<file path="src/rtl/tbsr_pkg.sv">
// shared types and fixed widths for the tcp byte stream reassembler
// no dependencies; used by the top level tcp_byte_stream_reassembler
package tbsr_pkg;

    localparam int INDEX_W = 64;
    localparam int BYTE_W  = 8;
    localparam int COUNT_W = 7;

    // one input transfer: a stream byte or an end marker
    typedef struct packed {
        logic [INDEX_W-1:0] stream_index;
        logic [BYTE_W-1:0]  data_byte;
        logic               byte_present;
        logic               ends_stream;
        logic [COUNT_W-1:0] free_space;
    } item_t;

    // one result transfer: a released byte or a status word
    typedef struct packed {
        logic [BYTE_W-1:0]  out_byte;
        logic               out_valid;
        logic               run_last;
        logic               stream_closed;
        logic [COUNT_W-1:0] pending_count;
    } result_t;

endpackage

</file>
<file path="src/rtl/tcp_byte_stream_reassembler.sv">
// tcp byte stream reassembler top level: window store, release sequencer, result register
// depends on tbsr_pkg

// Takes one stream byte per input transfer with its absolute index and the downstream free
// space, keeps out-of-order bytes in a window of CAPACITY slots and releases the contiguous
// run at the next expected index, in order, one result per byte, the last flagged run_last.
// An item that releases nothing gives one status result with out_valid low. Every result
// carries the closed flag and held byte count as they stand after the whole item.
// An item is taken in the idle state; the accept state places the byte and records the end
// index, or, once the stream has closed, goes straight to a status result. A walk over the
// valid bits then steps one slot a cycle through a single index incrementer and stops on the
// first empty slot or after CAPACITY slots, and the close compare follows. The release then
// runs through the one registered read port of the byte store at one byte a cycle while the
// result side is ready, or is a single status result. The input is not ready while an item
// is in work; the result register lets the next item be taken while the last result still
// waits.
module tcp_byte_stream_reassembler #(
    parameter int CAPACITY = 64
) (
    input  logic             clk,
    input  logic             rst_n,
    input  logic             item_valid,
    output logic             item_ready,
    input  tbsr_pkg::item_t  item,
    output logic             result_valid,
    input  logic             result_ready,
    output tbsr_pkg::result_t result
);

    localparam int SLOT_W = (CAPACITY > 1) ? $clog2(CAPACITY) : 1;
    localparam int CNT_W  = $clog2(CAPACITY + 1);

    typedef enum logic [5:0] {
        S_IDLE   = 6'b000001,
        S_ACCEPT = 6'b000010,
        S_SCAN   = 6'b000100,
        S_CHECK  = 6'b001000,
        S_EMIT   = 6'b010000,
        S_STATUS = 6'b100000
    } state_t;

    state_t state_reg, state_next;

    tbsr_pkg::item_t item_reg;

    logic [CAPACITY-1:0] valid_reg, valid_next;
    logic [tbsr_pkg::INDEX_W-1:0] next_index_reg, next_index_next;
    logic [tbsr_pkg::INDEX_W-1:0] end_index_reg, end_index_next;
    logic end_known_reg, end_known_next;
    logic closed_reg, closed_next;
    logic [tbsr_pkg::COUNT_W-1:0] held_reg, held_next;
    logic [SLOT_W-1:0] next_slot_reg, next_slot_next;
    logic [SLOT_W-1:0] emit_ptr_reg, emit_ptr_next;
    logic [CNT_W-1:0] cnt_reg, cnt_next;
    logic [CNT_W-1:0] rem_reg, rem_next;

    logic rd_valid_reg, rd_valid_next;
    logic rd_last_reg, rd_last_next;
    logic [tbsr_pkg::BYTE_W-1:0] rd_data_reg;

    logic result_valid_reg, result_valid_next;
    tbsr_pkg::result_t result_reg, result_next;

    logic [tbsr_pkg::BYTE_W-1:0] window_mem [CAPACITY];

    // acceptance test and slot placement
    logic [tbsr_pkg::INDEX_W:0] diff;
    logic [tbsr_pkg::INDEX_W-1:0] offset;
    logic [tbsr_pkg::COUNT_W-1:0] win;
    logic in_window;
    logic [7:0] slot_sum;
    logic [7:0] slot_adj;
    logic [SLOT_W-1:0] wr_slot;
    logic wr_en;
    logic rd_en;
    logic out_free;
    logic move;

    assign diff   = {1'b0, item_reg.stream_index} - {1'b0, next_index_reg};
    assign offset = diff[tbsr_pkg::INDEX_W-1:0];
    assign win    = (item_reg.free_space > tbsr_pkg::COUNT_W'(CAPACITY))
                    ? tbsr_pkg::COUNT_W'(CAPACITY) : item_reg.free_space;
    assign in_window = item_reg.byte_present && !diff[tbsr_pkg::INDEX_W]
                       && (offset[tbsr_pkg::INDEX_W-1:tbsr_pkg::COUNT_W] == '0)
                       && (offset[tbsr_pkg::COUNT_W-1:0] < win);
    assign slot_sum = 8'(next_slot_reg) + 8'(offset[tbsr_pkg::COUNT_W-1:0]);
    assign slot_adj = (slot_sum >= 8'(CAPACITY)) ? (slot_sum - 8'(CAPACITY)) : slot_sum;
    assign wr_slot  = slot_adj[SLOT_W-1:0];
    assign wr_en    = (state_reg == S_ACCEPT) && !closed_reg && in_window;

    // release pipeline handshakes
    assign out_free = !result_valid_reg || result_ready;
    assign move     = rd_valid_reg && out_free;
    assign rd_en    = (state_reg == S_EMIT) && (rem_reg != '0) && (!rd_valid_reg || move);

    assign item_ready   = (state_reg == S_IDLE);
    assign result_valid = result_valid_reg;
    assign result       = result_reg;

    // sequencer
    always_comb
    begin
        state_next        = state_reg;
        valid_next        = valid_reg;
        next_index_next   = next_index_reg;
        end_index_next    = end_index_reg;
        end_known_next    = end_known_reg;
        closed_next       = closed_reg;
        held_next         = held_reg;
        next_slot_next    = next_slot_reg;
        emit_ptr_next     = emit_ptr_reg;
        cnt_next          = cnt_reg;
        rem_next          = rem_reg;
        rd_valid_next     = rd_valid_reg;
        rd_last_next      = rd_last_reg;
        result_valid_next = result_valid_reg && !result_ready;
        result_next       = result_reg;

        unique case (state_reg)
            S_IDLE:
            begin
                if (item_valid)
                begin
                    state_next = S_ACCEPT;
                end
            end
            S_ACCEPT:
            begin
                cnt_next      = '0;
                emit_ptr_next = next_slot_reg;
                if (closed_reg)
                begin
                    state_next = S_STATUS;
                end
                else
                begin
                    if (item_reg.ends_stream)
                    begin
                        end_known_next = 1'b1;
                        end_index_next = item_reg.byte_present
                                         ? item_reg.stream_index + 1'b1
                                         : item_reg.stream_index;
                    end
                    if (in_window)
                    begin
                        valid_next[wr_slot] = 1'b1;
                        if (!valid_reg[wr_slot])
                        begin
                            held_next = held_reg + 1'b1;
                        end
                    end
                    state_next = S_SCAN;
                end
            end
            S_SCAN:
            begin
                if (valid_reg[next_slot_reg] && (cnt_reg < CNT_W'(CAPACITY)))
                begin
                    valid_next[next_slot_reg] = 1'b0;
                    cnt_next        = cnt_reg + 1'b1;
                    next_index_next = next_index_reg + 1'b1;
                    held_next       = held_reg - 1'b1;
                    next_slot_next  = (next_slot_reg == SLOT_W'(CAPACITY - 1))
                                      ? '0 : next_slot_reg + 1'b1;
                end
                else
                begin
                    state_next = S_CHECK;
                end
            end
            S_CHECK:
            begin
                if (end_known_reg && (next_index_reg >= end_index_reg))
                begin
                    closed_next = 1'b1;
                end
                rem_next   = cnt_reg;
                state_next = (cnt_reg == '0) ? S_STATUS : S_EMIT;
            end
            S_EMIT:
            begin
                if (move)
                begin
                    result_valid_next          = 1'b1;
                    result_next.out_byte       = rd_data_reg;
                    result_next.out_valid      = 1'b1;
                    result_next.run_last       = rd_last_reg;
                    result_next.stream_closed  = closed_reg;
                    result_next.pending_count  = held_reg;
                    rd_valid_next              = 1'b0;
                end
                if (rd_en)
                begin
                    rd_valid_next = 1'b1;
                    rd_last_next  = (rem_reg == CNT_W'(1));
                    rem_next      = rem_reg - 1'b1;
                    emit_ptr_next = (emit_ptr_reg == SLOT_W'(CAPACITY - 1))
                                    ? '0 : emit_ptr_reg + 1'b1;
                end
                if ((rem_reg == '0) && !rd_valid_reg)
                begin
                    state_next = S_IDLE;
                end
            end
            S_STATUS:
            begin
                if (out_free)
                begin
                    result_valid_next         = 1'b1;
                    result_next.out_byte      = '0;
                    result_next.out_valid     = 1'b0;
                    result_next.run_last      = 1'b1;
                    result_next.stream_closed = closed_reg;
                    result_next.pending_count = held_reg;
                    state_next                = S_IDLE;
                end
            end
            default:
            begin
                state_next = S_IDLE;
            end
        endcase
    end

    // control registers
    always_ff @(posedge clk or negedge rst_n)
    begin
        if (!rst_n)
        begin
            state_reg        <= S_IDLE;
            valid_reg        <= '0;
            next_index_reg   <= '0;
            end_index_reg    <= '0;
            end_known_reg    <= 1'b0;
            closed_reg       <= 1'b0;
            held_reg         <= '0;
            next_slot_reg    <= '0;
            emit_ptr_reg     <= '0;
            cnt_reg          <= '0;
            rem_reg          <= '0;
            rd_valid_reg     <= 1'b0;
            rd_last_reg      <= 1'b0;
            result_valid_reg <= 1'b0;
        end
        else
        begin
            state_reg        <= state_next;
            valid_reg        <= valid_next;
            next_index_reg   <= next_index_next;
            end_index_reg    <= end_index_next;
            end_known_reg    <= end_known_next;
            closed_reg       <= closed_next;
            held_reg         <= held_next;
            next_slot_reg    <= next_slot_next;
            emit_ptr_reg     <= emit_ptr_next;
            cnt_reg          <= cnt_next;
            rem_reg          <= rem_next;
            rd_valid_reg     <= rd_valid_next;
            rd_last_reg      <= rd_last_next;
            result_valid_reg <= result_valid_next;
        end
    end

    // payload registers
    always_ff @(posedge clk)
    begin
        if (item_valid && item_ready)
        begin
            item_reg <= item;
        end
        result_reg <= result_next;
    end

    // window byte store, one write port and one registered read port
    always_ff @(posedge clk)
    begin
        if (wr_en)
        begin
            window_mem[wr_slot] <= item_reg.data_byte;
        end
        if (rd_en)
        begin
            rd_data_reg <= window_mem[emit_ptr_reg];
        end
    end

`ifndef SYNTHESIS
    // held count matches the valid bits between items
    a_held_matches_valid: assert property (@(posedge clk) disable iff (!rst_n)
        (state_reg == S_IDLE) |-> ($countones(valid_reg) == int'(held_reg)))
        else $error("held count out of step with valid bits");

    // closed flag is sticky
    a_closed_sticky: assert property (@(posedge clk) disable iff (!rst_n)
        closed_reg |=> closed_reg)
        else $error("closed flag dropped");

    // read stage only holds data while releasing
    a_read_stage_in_emit: assert property (@(posedge clk) disable iff (!rst_n)
        rd_valid_reg |-> (state_reg == S_EMIT))
        else $error("read stage valid outside release");

    // run length never exceeds the window
    a_run_bounded: assert property (@(posedge clk) disable iff (!rst_n)
        (cnt_reg <= CNT_W'(CAPACITY)) && (held_reg <= tbsr_pkg::COUNT_W'(CAPACITY)))
        else $error("run length or held count beyond capacity");

    // nothing released once the stream has closed
    a_no_release_after_close: assert property (@(posedge clk) disable iff (!rst_n)
        (state_reg == S_ACCEPT) && closed_reg |=> (state_reg == S_STATUS))
        else $error("item processed after close");
`endif

endmodule

</file>
<file path="config.mk">
export PLATFORM = sky130hd
export DESIGN_NAME = tcp_byte_stream_reassembler
export DESIGN_NICKNAME = d
export VERILOG_FILES = /design/src/rtl/tbsr_pkg.sv /design/src/rtl/tcp_byte_stream_reassembler.sv
export SDC_FILE = /design/constraint.sdc
export NUM_CORES = 2
export LEC_CHECK = 0
export BUFFER_PORTS_ARGS = -buffer_cell sky130_fd_sc_hd__buf_2
export CORE_MARGIN = 8
export CORE_UTILIZATION = 42
export CTS_CLUSTER_DIAMETER = 150
export DETAILED_ROUTE_END_ITERATION = 7
export PLACE_DENSITY = 0.54
export SETUP_SLACK_MARGIN = 0.3
export SLEW_MARGIN = 15
export SYNTH_ARGS = -nofsm -noshare
export SYNTH_HDL_FRONTEND = slang
export SYNTH_SLANG_ARGS = --single-unit
</file>
<file path="constraint.sdc">
create_clock -name clk -period 5.95 [get_ports clk]
set_clock_uncertainty 0.2 [all_clocks]
set_input_delay 1.19 -clock clk [delete_from_list [all_inputs] [get_ports clk]]
set_output_delay 1.19 -clock clk [all_outputs]
set_load 0.02 [all_outputs]
</file>
==> results.yml <==
cts:
  clock_latency_ns: 0.71
  cts-root-buf: "clkbuf_16"
  cts_max_level: 3
  cts_tree: "done"
  clock-sinks: 855
  clock_path_buffers: 3
  clk_pin_slew_worst_paths_ns: 0.06
  numCtsBuffers: 94
  cts_hold_buf: 0
synthesis:
  syn-cell-area_um2: 43500
  yosysWarnings: 0
  synth.ff_latch_count: 855
  avgSynthCellArea_um2: 12.3
  synth_edf_count: 619
  yosysSeqAreaShare_pct: 56.4
  synth_cells: 3533
  yosysUniqueCellTypes: 85
  synthesis.nets: 3773
  synth_top_flop_cell: "edfxtp_1"
  synthArstFlopShare_pct: 27.6
power_and_ir_drop:
  p_leak_nw: 17.7
  p_switching_mw: 5.66
  power.density_nw_per_um2: 355
  vdd_drop_max_uv: 324
  seqPwrFrac_pct: 42.0
  netSwitchingFraction_pct: 32.1
  combPwrFrac_pct: 24.0
  internal_power_mw: 12.0
  p_clk_share_pct: 34.0
detailed_routing:
  dr.pass1.iters: 6
  wl_mm: 132
  vias_per_cell: 5.91
  wl_per_cell_um: 25.3
  antenna_left: 0
  drc: 0
  first_iter_violations: 3101
  vias: 30690
run:
  maxCapViolCount: 0
placement:
  post-dp-hpwl_mm: 92.0
  pre_cts_ws_ns: 0.141
  io_buffers: 104
  post_dp_cell_area_um2: 46400
  gp_congestion: 0.954
timing:
  tightest_slew_ns: 1.13
  slew_headroom_pct: 24.9
  tns_ns: 0
  layout_min_cycle_time_ns: 5.52
  finalHoldViolations: 0
  fmaxAchievable_mhz: 181
  worst_slack_ns: 0.428
  slew_viol_final: 0
  finalCritPeriodShare_pct: 92.8
  setup_viol: 0
  rsz0062_at_grt: "no"
setup_path:
  required_ns: 6.13
  cpPeakStageDelay_ns: 0.58
  arrival_ns: 5.71
  slowest_stage: "o31ai_1"
  critPathCaptureType: "flop"
  setup.worst_path.class: "flop to flop"
  path_delay_family: "compound AO/OA/AOI/OAI gates"
  critPathBufInv: 5
  reg2reg_slack_ns: 0.43
  critPathMaxFanout: 12
  start_kind: "flop"
  crit_top_cell: "buf_4"
  crit_chain: "ha_1 -> nor2b_4 -> o2111a_1 -> buf_4 -> o31a_1 -> o31ai_1 -> a31oi_1 -> xnor2_1 -> o21ai_0 -> or4_1 -> nor4_1 -> buf_4 -> nand4_1 -> buf_6 -> or2_1 -> buf_12 -> nor2_1 -> buf_4"
layout:
  largest_reg_flops: 512
  fillers: 9298
  seq_area_um2: 24500
  final_area_um2: 49700
  postLayoutCoreUtil_pct: 48.2
  num-nets-final: 3970
  layout_common_cells: "edfxtp_1 (619), nand2_1 (277), nor2_1 (275)"
  final_common_cell: "edfxtp_1"
  syn2layout_area_growth_pct: 14.3
  multiInputGateArea_um2: 17700
  drive_gt1_share_pct: 17.2
die:
  die_area_um2: 114000
  initial_utilization_pct: 42.2
  die_h_um: 338
  core-area_um2: 103000
  io_pins: 105
  core.rowCount: 118
  die_w_um: 338
global_route:
  antenna_found_initial: 4
  grt.overflow.total: 0
  grt_max_degree: 105
  gr-usage-all-layers_pct: 22.9
  grt_pass1_wl_mm: 198
  grt_pass1_vias: 30361
run_status:
  status: "complete, no violations"
worst_hold_path:
  worst_hold_path_type: "flop to flop"
[Yosys cell counts, types with 10 or more instances]
cell,n,share of area (%)
edfxtp_1,619,43
nand2_1,278,2.4
nor2_1,277,2.4
dfrtp_1,235,14
o21ai_0,203,2.3
a21oi_1,184,2.1
inv_1,172,1.5
mux4_2,172,8.9
ha_1,152,4.4
xnor2_1,129,2.6
clkbuf_1,128,1.1
nand3_1,101,1.2
nand4_1,81,1.2
nor3_1,72,0.83
a21o_1,46,0.79
o22ai_1,37,0.53
xor2_1,36,0.73
nor4_1,33,0.48
o211ai_1,33,0.57
a31oi_1,30,0.43
and3_1,30,0.43
o21a_1,30,0.52
and2_1,27,0.39
buf_2,27,0.31
nor2b_1,24,0.35
a211oi_1,23,0.40
nand2b_1,23,0.33
and4_1,21,0.42
o2111ai_1,21,0.42
o2bb2ai_1,18,0.36
or3_1,17,0.24
buf_1,14,0.12
mux2_2,14,0.36
mux2i_1,14,0.32
o31ai_1,14,0.24
a221oi_1,12,0.24
o21bai_1,10,0.17
or2_2,10,0.14
[final timing paths]
path | startpoint | endpoint | cells after the start
setup / recovery | item_reg[19] | window_mem[17][1] | 18
hold / removal | held_reg[6] | held_reg[6] | 1
setup reg to reg | item_reg[19] | window_mem[17][1] | 18
hold reg to reg | held_reg[6] | held_reg[6] | 1
max in group asynchronous | rst_n | valid_reg[55] | 2
min in group asynchronous | rst_n | end_index_reg[24] | 1
[cells by family after synthesis]
family,Yosys count,share of synthesized area (%)
and+or+nand+nor,1043,11.7
DFF,855,56.4
AOI/OAI and AO/OA,765,11.3
buffers and inverters,349,3.20
muxes,201,9.62
xor gates and xnor gates,165,3.33
adders and majority gates,155,4.51
[power groups by stage]
stage | clock, mW | combinational [mW] | sequential, mW
6_report | 5.99 | 4.24 | 7.41
5_1_grt | 6.34 | 4.61 | 7.46
4_1_cts | 6.11 | 4.18 | 7.42
3_5_place_dp | 0 | 4.16 | 7.53
3_3_place_gp | 0 | 4.16 | 7.53
2_1_floorplan | 0 | 2.61 | 7.46
[cell type report]
class | count | share of cell area, %
antenna | 1 | 0.00504
sequential | 855 | 49.3
timing repair buffer | 276 | 3.85
inverter | 174 | 1.31
multi-input combinational | 2329 | 35.6
clock inverter | 53 | 1.37
tap | 1380 | 3.47
clock buffer | 124 | 5.06
[metrics by stage]
stage               hold WS (ns)  total power, mW  cells
global route               0.291             18.4   5191
floorplan                  0.237             10.1   3533
global placement           0.255             11.7   5012
finish                     0.267             17.6   5192
CTS                        0.269             17.7   5190
detailed placement         0.258             11.7   5012
[repair_timing]
action                     CTS  global route
setup endpoints to repair  138           578
pin swaps                    0            12
gates resized for setup      3            17
setup buffers                1             1
[metal layers]
metal / vias to the layer above / global-route usage [%] / share of wire (%)
li1: 13871 / - / -
met1: 15314 / 33.2 / 45
met2: 1277 / 35.7 / 45
met3: 228 / 4.26 / 7.7
met4: 0 / 5.63 / 2.5
met5: - / 0 / 0
Power figures use the tool's default switching activity.
